`config.mk`:
```
export PLATFORM = sky130hd
export DESIGN_NAME = modular_division_ext_euclid_top
export DESIGN_NICKNAME = d
export VERILOG_FILES = /design/src/hw/rtl/mdiv_pkg.sv /design/src/hw/rtl/mdiv_modadd.sv /design/src/hw/rtl/mdiv_core.sv /design/src/hw/rtl/modular_division_ext_euclid_top.sv
export SDC_FILE = /design/constraint.sdc
export NUM_CORES = 2
export LEC_CHECK = 0
export ABC_CLOCK_PERIOD_IN_PS = 14600
export BUFFER_PORTS_ARGS = -buffer_cell sky130_fd_sc_hd__buf_2
export CORE_UTILIZATION = 59
export CTS_BUF_LIST = sky130_fd_sc_hd__clkbuf_2 sky130_fd_sc_hd__clkbuf_4 sky130_fd_sc_hd__clkbuf_8
export CTS_CLUSTER_SIZE = 24
export DETAILED_ROUTE_END_ITERATION = 6
export PLACE_DENSITY_LB_ADDON = 0.25
export SLEW_MARGIN = 20
export SYNTH_ARGS = -nofsm -noshare
export SYNTH_HDL_FRONTEND = slang
export SYNTH_SLANG_ARGS = --single-unit
```
`constraint.sdc`:
```
create_clock -name clk -period 14.6 [get_ports clk]
set_input_delay 2.92 -clock clk [delete_from_list [all_inputs] [get_ports clk]]
set_output_delay 2.92 -clock clk [all_outputs]
set_load 0.005 [all_outputs]
```
`src/hw/rtl/mdiv_pkg.sv`:
```
`default_nettype none
// ----------------------------------------------------------------------------
// Modular division package
// Shared constants, operation codes and the status record of the core.
// ----------------------------------------------------------------------------
package mdiv_pkg;

	localparam int OPERAND_BITS_DEF = 63;

	localparam logic [63:0] DEFAULT_MODULUS = 64'd1000000007;

	localparam logic MOP_ADD = 1'b0;
	localparam logic MOP_SUB = 1'b1;

	typedef struct packed {
		logic busy;
		logic done;
		logic no_inverse;
	} mdiv_stat_t;

endpackage : mdiv_pkg
`default_nettype wire

```
`src/hw/rtl/mdiv_modadd.sv`:
```
`default_nettype none
// ----------------------------------------------------------------------------
// Modular add/subtract unit
// Computes (x + y) mod m or (x - y) mod m for operands already below m.
// ----------------------------------------------------------------------------
module mdiv_modadd
	import mdiv_pkg::*;
#(
	parameter int W = OPERAND_BITS_DEF
) (
	input  wire logic         op,
	input  wire logic [W-1:0] x,
	input  wire logic [W-1:0] y,
	input  wire logic [W-1:0] m,
	output logic      [W-1:0] r
);

	logic [W-1:0] diff;

	always_comb begin
		diff = m - y;
		if (op == MOP_SUB) begin
			r = (x >= y) ? (x - y) : (x + diff);
		end else begin
			r = (x >= diff) ? (x - diff) : (x + y);
		end
	end

endmodule : mdiv_modadd
`default_nettype wire

```
`src/hw/rtl/mdiv_core.sv`:
```
`default_nettype none
// ----------------------------------------------------------------------------
// Modular division sequencer
// Reduces the operands, runs extended Euclid with bit-serial long division
// and Horner coefficient update, then forms the product, with all modular
// arithmetic through one shared modular adder.
// ----------------------------------------------------------------------------
module mdiv_core
	import mdiv_pkg::*;
#(
	parameter int W = OPERAND_BITS_DEF
) (
	input  wire logic         clk,
	input  wire logic         arst_n,
	input  wire logic         start,
	input  wire logic [W-1:0] numerator,
	input  wire logic [W-1:0] denominator,
	input  wire logic [W-1:0] modulus,
	output mdiv_stat_t        stat,
	output logic      [W-1:0] quotient
);

	localparam int KW = $clog2(W);

	localparam logic [2:0] S_IDLE  = 3'd0;
	localparam logic [2:0] S_ALIGN = 3'd1;
	localparam logic [2:0] S_DBL   = 3'd2;
	localparam logic [2:0] S_ADD   = 3'd3;
	localparam logic [2:0] S_UPD   = 3'd4;
	localparam logic [2:0] S_CHK   = 3'd5;

	localparam logic [1:0] J_NUM = 2'd0;
	localparam logic [1:0] J_DEN = 2'd1;
	localparam logic [1:0] J_EUC = 2'd2;
	localparam logic [1:0] J_MUL = 2'd3;

	logic [2:0]    state_q;
	logic [1:0]    job_q;
	logic          done_q;
	logic          noinv_q;
	logic [W-1:0]  quot_q;
	logic [W-1:0]  num_q;
	logic [W-1:0]  den_q;
	logic [W-1:0]  rem_q;
	logic [W-1:0]  dsh_q;
	logic [W-1:0]  r0_q;
	logic [W-1:0]  r1_q;
	logic [W-1:0]  t0_q;
	logic [W-1:0]  t1_q;
	logic [W-1:0]  acc_q;
	logic [KW-1:0] k_q;
	logic          bit_q;

	logic          accept;
	logic          div_bit;
	logic          next_bit;
	logic          align_go;
	logic          mop;
	logic [W-1:0]  mx;
	logic [W-1:0]  my;
	logic [W-1:0]  mr;
	logic [W-1:0]  acc_add;

	assign accept   = start && (state_q == S_IDLE);
	assign div_bit  = (rem_q >= dsh_q);
	assign next_bit = (job_q == J_MUL) ? num_q[k_q] : div_bit;
	assign align_go = ({dsh_q, 1'b0} <= {1'b0, rem_q});
	assign acc_add  = bit_q ? mr : acc_q;

	always_comb begin
		mop = MOP_ADD;
		mx  = acc_q;
		my  = acc_q;
		case (state_q)
			S_ADD: begin
				my = (job_q == J_MUL) ? t0_q : t1_q;
			end
			S_UPD: begin
				mop = MOP_SUB;
				mx  = t0_q;
				my  = acc_q;
			end
			default: begin
				mop = MOP_ADD;
			end
		endcase
	end

	mdiv_modadd #(
		.W (W)
	) u_modadd (
		.op (mop),
		.x  (mx),
		.y  (my),
		.m  (modulus),
		.r  (mr)
	);

	always_ff @(posedge clk or negedge arst_n) begin
		if (!arst_n) begin
			state_q <= S_IDLE;
			job_q   <= J_NUM;
			done_q  <= 1'b0;
		end else begin
			done_q <= 1'b0;
			case (state_q)
				S_IDLE: begin
					if (accept) begin
						if (modulus == '0) begin
							done_q <= 1'b1;
						end else begin
							state_q <= S_ALIGN;
							job_q   <= J_NUM;
						end
					end
				end
				S_ALIGN: begin
					if (!align_go) begin
						state_q <= S_DBL;
					end
				end
				S_DBL: begin
					state_q <= S_ADD;
				end
				S_ADD: begin
					if (k_q == '0) begin
						case (job_q)
							J_NUM: begin
								job_q   <= J_DEN;
								state_q <= S_ALIGN;
							end
							J_DEN: begin
								state_q <= S_CHK;
							end
							J_EUC: begin
								state_q <= S_UPD;
							end
							default: begin
								done_q  <= 1'b1;
								state_q <= S_IDLE;
							end
						endcase
					end else begin
						state_q <= S_DBL;
					end
				end
				S_UPD: begin
					state_q <= S_CHK;
				end
				S_CHK: begin
					if (r1_q == '0) begin
						if (r0_q != W'(1)) begin
							done_q  <= 1'b1;
							state_q <= S_IDLE;
						end else begin
							job_q   <= J_MUL;
							state_q <= S_DBL;
						end
					end else begin
						job_q   <= J_EUC;
						state_q <= S_ALIGN;
					end
				end
				default: begin
					state_q <= S_IDLE;
				end
			endcase
		end
	end

	always_ff @(posedge clk) begin
		case (state_q)
			S_IDLE: begin
				if (accept) begin
					num_q   <= numerator;
					den_q   <= denominator;
					rem_q   <= numerator;
					dsh_q   <= modulus;
					k_q     <= '0;
					quot_q  <= '0;
					noinv_q <= 1'b1;
				end
			end
			S_ALIGN: begin
				if (align_go) begin
					dsh_q <= {dsh_q[W-2:0], 1'b0};
					k_q   <= k_q + KW'(1);
				end
			end
			S_DBL: begin
				if (job_q != J_MUL) begin
					if (div_bit) begin
						rem_q <= rem_q - dsh_q;
					end
					dsh_q <= dsh_q >> 1;
				end
				bit_q <= next_bit;
				acc_q <= mr;
			end
			S_ADD: begin
				acc_q <= acc_add;
				if (k_q == '0) begin
					case (job_q)
						J_NUM: begin
							num_q <= rem_q;
							rem_q <= den_q;
							dsh_q <= modulus;
						end
						J_DEN: begin
							r0_q <= modulus;
							r1_q <= rem_q;
							t0_q <= '0;
							t1_q <= W'(1);
						end
						J_EUC: begin
							r0_q <= r0_q;
						end
						default: begin
							quot_q  <= acc_add;
							noinv_q <= 1'b0;
						end
					endcase
				end else begin
					k_q <= k_q - KW'(1);
				end
			end
			S_UPD: begin
				r0_q <= r1_q;
				r1_q <= rem_q;
				t0_q <= t1_q;
				t1_q <= mr;
			end
			S_CHK: begin
				acc_q <= '0;
				if (r1_q == '0) begin
					k_q <= KW'(W - 1);
					if (r0_q != W'(1)) begin
						quot_q  <= '0;
						noinv_q <= 1'b1;
					end
				end else begin
					rem_q <= r0_q;
					dsh_q <= r1_q;
					k_q   <= '0;
				end
			end
			default: begin
				bit_q <= 1'b0;
			end
		endcase
	end

	assign stat.busy       = (state_q != S_IDLE);
	assign stat.done       = done_q;
	assign stat.no_inverse = noinv_q;
	assign quotient        = quot_q;

	a_done_idle: assert property (@(posedge clk) disable iff (!arst_n)
		done_q |-> (state_q == S_IDLE))
		else $error("result strobe raised while the sequencer was busy");

	a_accept_moves: assert property (@(posedge clk) disable iff (!arst_n)
		accept |=> (state_q != S_IDLE) || done_q)
		else $error("accepted request neither started nor finished");

	a_align_bound: assert property (@(posedge clk) disable iff (!arst_n)
		(state_q == S_ALIGN && k_q != '0) |-> (dsh_q <= rem_q))
		else $error("shifted divisor exceeds the partial remainder");

	a_coef_range: assert property (@(posedge clk) disable iff (!arst_n)
		(state_q == S_UPD) |-> (acc_q < modulus) && (t0_q < modulus))
		else $error("Euclid coefficient not reduced below the modulus");

	a_chk_divisor: assert property (@(posedge clk) disable iff (!arst_n)
		(state_q == S_ALIGN && job_q == J_EUC) |-> (dsh_q != '0))
		else $error("Euclid step started with a zero divisor");

endmodule : mdiv_core
`default_nettype wire

```
`src/hw/rtl/modular_division_ext_euclid_top.sv`:
```
`default_nettype none
// ----------------------------------------------------------------------------
// Modular division by extended Euclid
// Returns numerator times the inverse of denominator modulo a programmable
// modulus, or zero with a flag when no inverse exists.
//
//   Channel   Signals                               Direction
//   request   start, busy, numerator, denominator   in (busy out)
//   result    done, quotient, no_inverse            out
//   config    cfg_wr_en, cfg_wr_data (modulus)      in
//
// A request is taken when start is high and busy is low; busy stays high
// until the result strobe. The latency is data dependent: each Euclid step
// runs a long division whose length grows with the bit length of its
// quotient, the two operand reductions work the same way, and the final
// product takes one step per operand bit. A zero modulus answers in the
// cycle after the request. All modular arithmetic runs through one shared
// modular adder. Reset loads the modulus 1000000007. The receiver cannot
// stall results.
// ----------------------------------------------------------------------------
module modular_division_ext_euclid_top
	import mdiv_pkg::*;
#(
	parameter int OPERAND_BITS = OPERAND_BITS_DEF
) (
	input  wire logic                    clk,
	input  wire logic                    arst_n,
	input  wire logic                    start,
	output logic                         busy,
	input  wire logic [OPERAND_BITS-1:0] numerator,
	input  wire logic [OPERAND_BITS-1:0] denominator,
	input  wire logic                    cfg_wr_en,
	input  wire logic [OPERAND_BITS-1:0] cfg_wr_data,
	output logic                         done,
	output logic      [OPERAND_BITS-1:0] quotient,
	output logic                         no_inverse
);

	logic [OPERAND_BITS-1:0] modulus_q;
	mdiv_stat_t              stat;

	always_ff @(posedge clk or negedge arst_n) begin
		if (!arst_n) begin
			modulus_q <= DEFAULT_MODULUS[OPERAND_BITS-1:0];
		end else if (cfg_wr_en) begin
			modulus_q <= cfg_wr_data;
		end
	end

	mdiv_core #(
		.W (OPERAND_BITS)
	) u_core (
		.clk         (clk),
		.arst_n      (arst_n),
		.start       (start),
		.numerator   (numerator),
		.denominator (denominator),
		.modulus     (modulus_q),
		.stat        (stat),
		.quotient    (quotient)
	);

	assign busy       = stat.busy;
	assign done       = stat.done;
	assign no_inverse = stat.no_inverse;

endmodule : modular_division_ext_euclid_top
`default_nettype wire
```
==> results_dict.tcl <==
set metrics [dict create \
    wl_met1_um 94120 \
    cts_buffers 121 \
    die_w_um 321.8 \
    cp_data_required_time_ns 15.15 \
    cts_buffer_depth 3 \
    failed_checks "DRC" \
    rsz0062_at_grt "false" \
    slowest_delay_ns 0.84 \
    top_layer "met5" \
    status "finished, violations left" \
    synth-adder-area-share 0.09122 \
    critPathSlowestCell "a211oi_1" \
    fin_crit_sh 0.7760 \
    finalClockSkew_ns 0.09092 \
    ctsResizeCount 0 \
    synth_top_family_by_area "compound AO/OA/AOI/OAI gates" \
    grt_antenna_before_repair 12 \
    dieArea_um2 103600 \
    synth_compound_area_frac 0.2337 \
    cp-start-kind "flip-flop" \
    nNetsFinal 7677 \
    yosys.area.top_type_share 0.3175 \
    finalSetupViolCount 0 \
    clockRootBuffer "clkbuf_8" \
    cts_tree "built" \
    numClockSinks 707 \
    final_antenna_net_count 0 \
    yosysSeqAreaShare 0.3464 \
    final_common_cell "nand2_1" \
    yosys_warnings 0 \
    drc_errors 1 \
    clk_pin_slew_ns 0.07 \
    totalNegativeSetupSlack_ns 0 \
    finalCriticalPeriod_ns 11.33 \
    async_flop_share 0.09760 \
    post_cts_buffers 0 \
    numPortBuffers 258 \
    grt_usage 0.4823 \
    syn_to_final_growth_pct 8.359 \
    syn_area_um2 60350 \
    layout-drive-gt1-share 0.1099 \
    grt_pass1_wl_um 368300 \
    routed_wl_um 256600 \
    synthTopCellsByArea "edfxtp_1, ha_1, a21oi_1" \
    synth-seq-cells 707 \
    yosys.area_share.simple 0.1666 \
    drt_pass1_iterations 7 \
    synth_xor_xnor_area_share 0.05847 \
    synth_area_per_cell_um2 8.644 \
    drv_slew 0 \
    hpwl_um 191400 \
    fillCellCount 8504 \
    rows 116 \
    critPathKind "flip-flop to flip-flop" \
    regArea_um2 20910 \
    wl_met3_um 35710 \
    start_util 0.5991 \
    gr-total-overflow 0 \
    hold_viol 0 \
    synthMuxAreaShare 0.04976 \
    via_per_inst 6.976 \
    drv_cap 0 \
    routabilityCongestion 1.102 \
    multi_input_area_um2 36370 \
    synth_edf_count 638 \
    cts_hold_buf 0 \
    drtIter0Drc 9099 \
    slew_headroom 0.1672 \
    layout_common_cells "nand2_1, edfxtp_1, a21oi_1" \
    tightest_slew_ns 1.242 \
    first_global_vias 55380 \
    synth_top_cell_by_area "edfxtp_1" \
    yosys.cell_types.count 123 \
    io_pins 259 \
    post_drt_wl_per_cell_um 30.06 \
    core_area_um2 100700 \
    route.met2.wl_um 105100 \
    hold_class "flip-flop to flip-flop" \
    grt_max_degree 186 \
    cp-end-kind "flip-flop" \
    clk_latency_ns 0.90 \
    worst-path-max-fanout 43 \
    synthCells 6982 \
    cp_data_arrival_time_ns 11.88 \
    syn_nets 7595 \
    fmax_mhz 88.26 \
    ys.flop_type "edfxtp_1" \
    num_vias 59550 \
    die_y_um 321.8 \
    htreeDepth 3 \
]
worst max-delay path: cells and delay by family (launching register included):
family / cells / cell delay, ns
compound gates: 16 / 4.90
xor+xnor: 1 / 0.16
fa+ha+maj: 6 / 1.98
buf+inv: 4 / 1.36
flops: 1 / 0.66
mux: 1 / 0.27
simple gates: 5 / 1.67
state kept, by name, indices dropped and copies added (netlist names), 2 cells and up:
name             flops
u_core.dsh_q        63
u_core.state_q       3
u_core.t1_q         63
u_core.k_q           6
u_core.num_q        63
u_core.den_q        63
u_core.quotient     63
u_core.rem_q        63
u_core.acc_q        63
u_core.r1_q         63
u_core.t0_q         63
u_core.job_q         2
modulus_q           63
u_core.r0_q         63
path summary, 6_finish.rpt:
kind | start | end | slack [ns] | cells past startpoint
min in group asynchronous | arst_n | modulus_q[41] | 2.22 | 1
worst max register to register | u_core.state_q[2] | u_core.acc_q[0] | 3.27 | 33
max in group asynchronous | arst_n | u_core.state_q[2] | 11.58 | 1
worst min register to register | u_core.rem_q[7] | u_core.r1_q[7] | 0.49 | 0
worst max-delay path | u_core.state_q[2] | u_core.acc_q[0] | 3.27 | 33
worst min-delay path | u_core.rem_q[7] | u_core.r1_q[7] | 0.49 | 0
cell type report:
type | instances | area share
multi-input combinational | 5440 | 0.5561
sequential | 707 | 0.3198
clock buffer | 158 | 0.03067
timing repair buffer | 336 | 0.02947
inverter | 458 | 0.02637
tap | 1357 | 0.02596
clock inverter | 69 | 0.01121
antenna | 11 | 0.0004209
per-stage QoR:
step	utilization	setup WS [ns]	cell area, µm²	cells	hold slack [ns]
5_1_grt	0.6490	2.940	65370	8528	0.5060
3_3_place_gp	0.6212	4.072	62570	8297	0.4342
3_5_place_dp	0.6212	3.753	62570	8297	0.4413
2_1_floorplan	-	5.097	60350	6982	0.4264
4_1_cts	0.6484	3.706	65310	8524	0.4894
6_report	0.6492	3.270	65390	8536	0.4898
synth_stat cells (all sizes together) (18+ instances only):
master,instances
nand2,833
edfxtp,638
a21oi,631
nor2,514
inv,447
o21ai,436
ha,414
xnor2,312
clkbuf,291
a21o,196
mux2i,166
o21bai,134
nor3,123
and2,114
nand3,108
nand4,108
nor4,105
mux2,90
xor2,90
buf,86
a211oi,85
o221ai,83
a31oi,78
o21a,71
o22ai,61
o31ai,61
nor2b,59
nand2b,56
dfrtp,53
o211ai,50
or3,28
and3,27
or2,26
a21boi,24
a221oi,21
maj3,20
o41ai,20
a2111oi,18
cell families (layout without fill, tap and decap cells):
logic type,after synthesis,after routing
AOI/OAI and AO/OA,2167,2167
and+or+nand+nor,2164,2164
buffers and inverters,835,1021
DFF,707,707
adders and majority gates,440,440
xor gates and xnor gates,402,402
muxes,267,267
other,0,11
per-layer routing:
layer | up-vias | track usage
met2 | 4664 | 0.6860
met3 | 1042 | 0.1546
met4 | 4 | 0.3422
li1 | 25840 | -
met5 | - | 0
met1 | 28000 | 0.6167
Power is left out: the tool's default activity adds up to more than one toggle a clock period on the data nets, which glitch-free logic cannot reach.
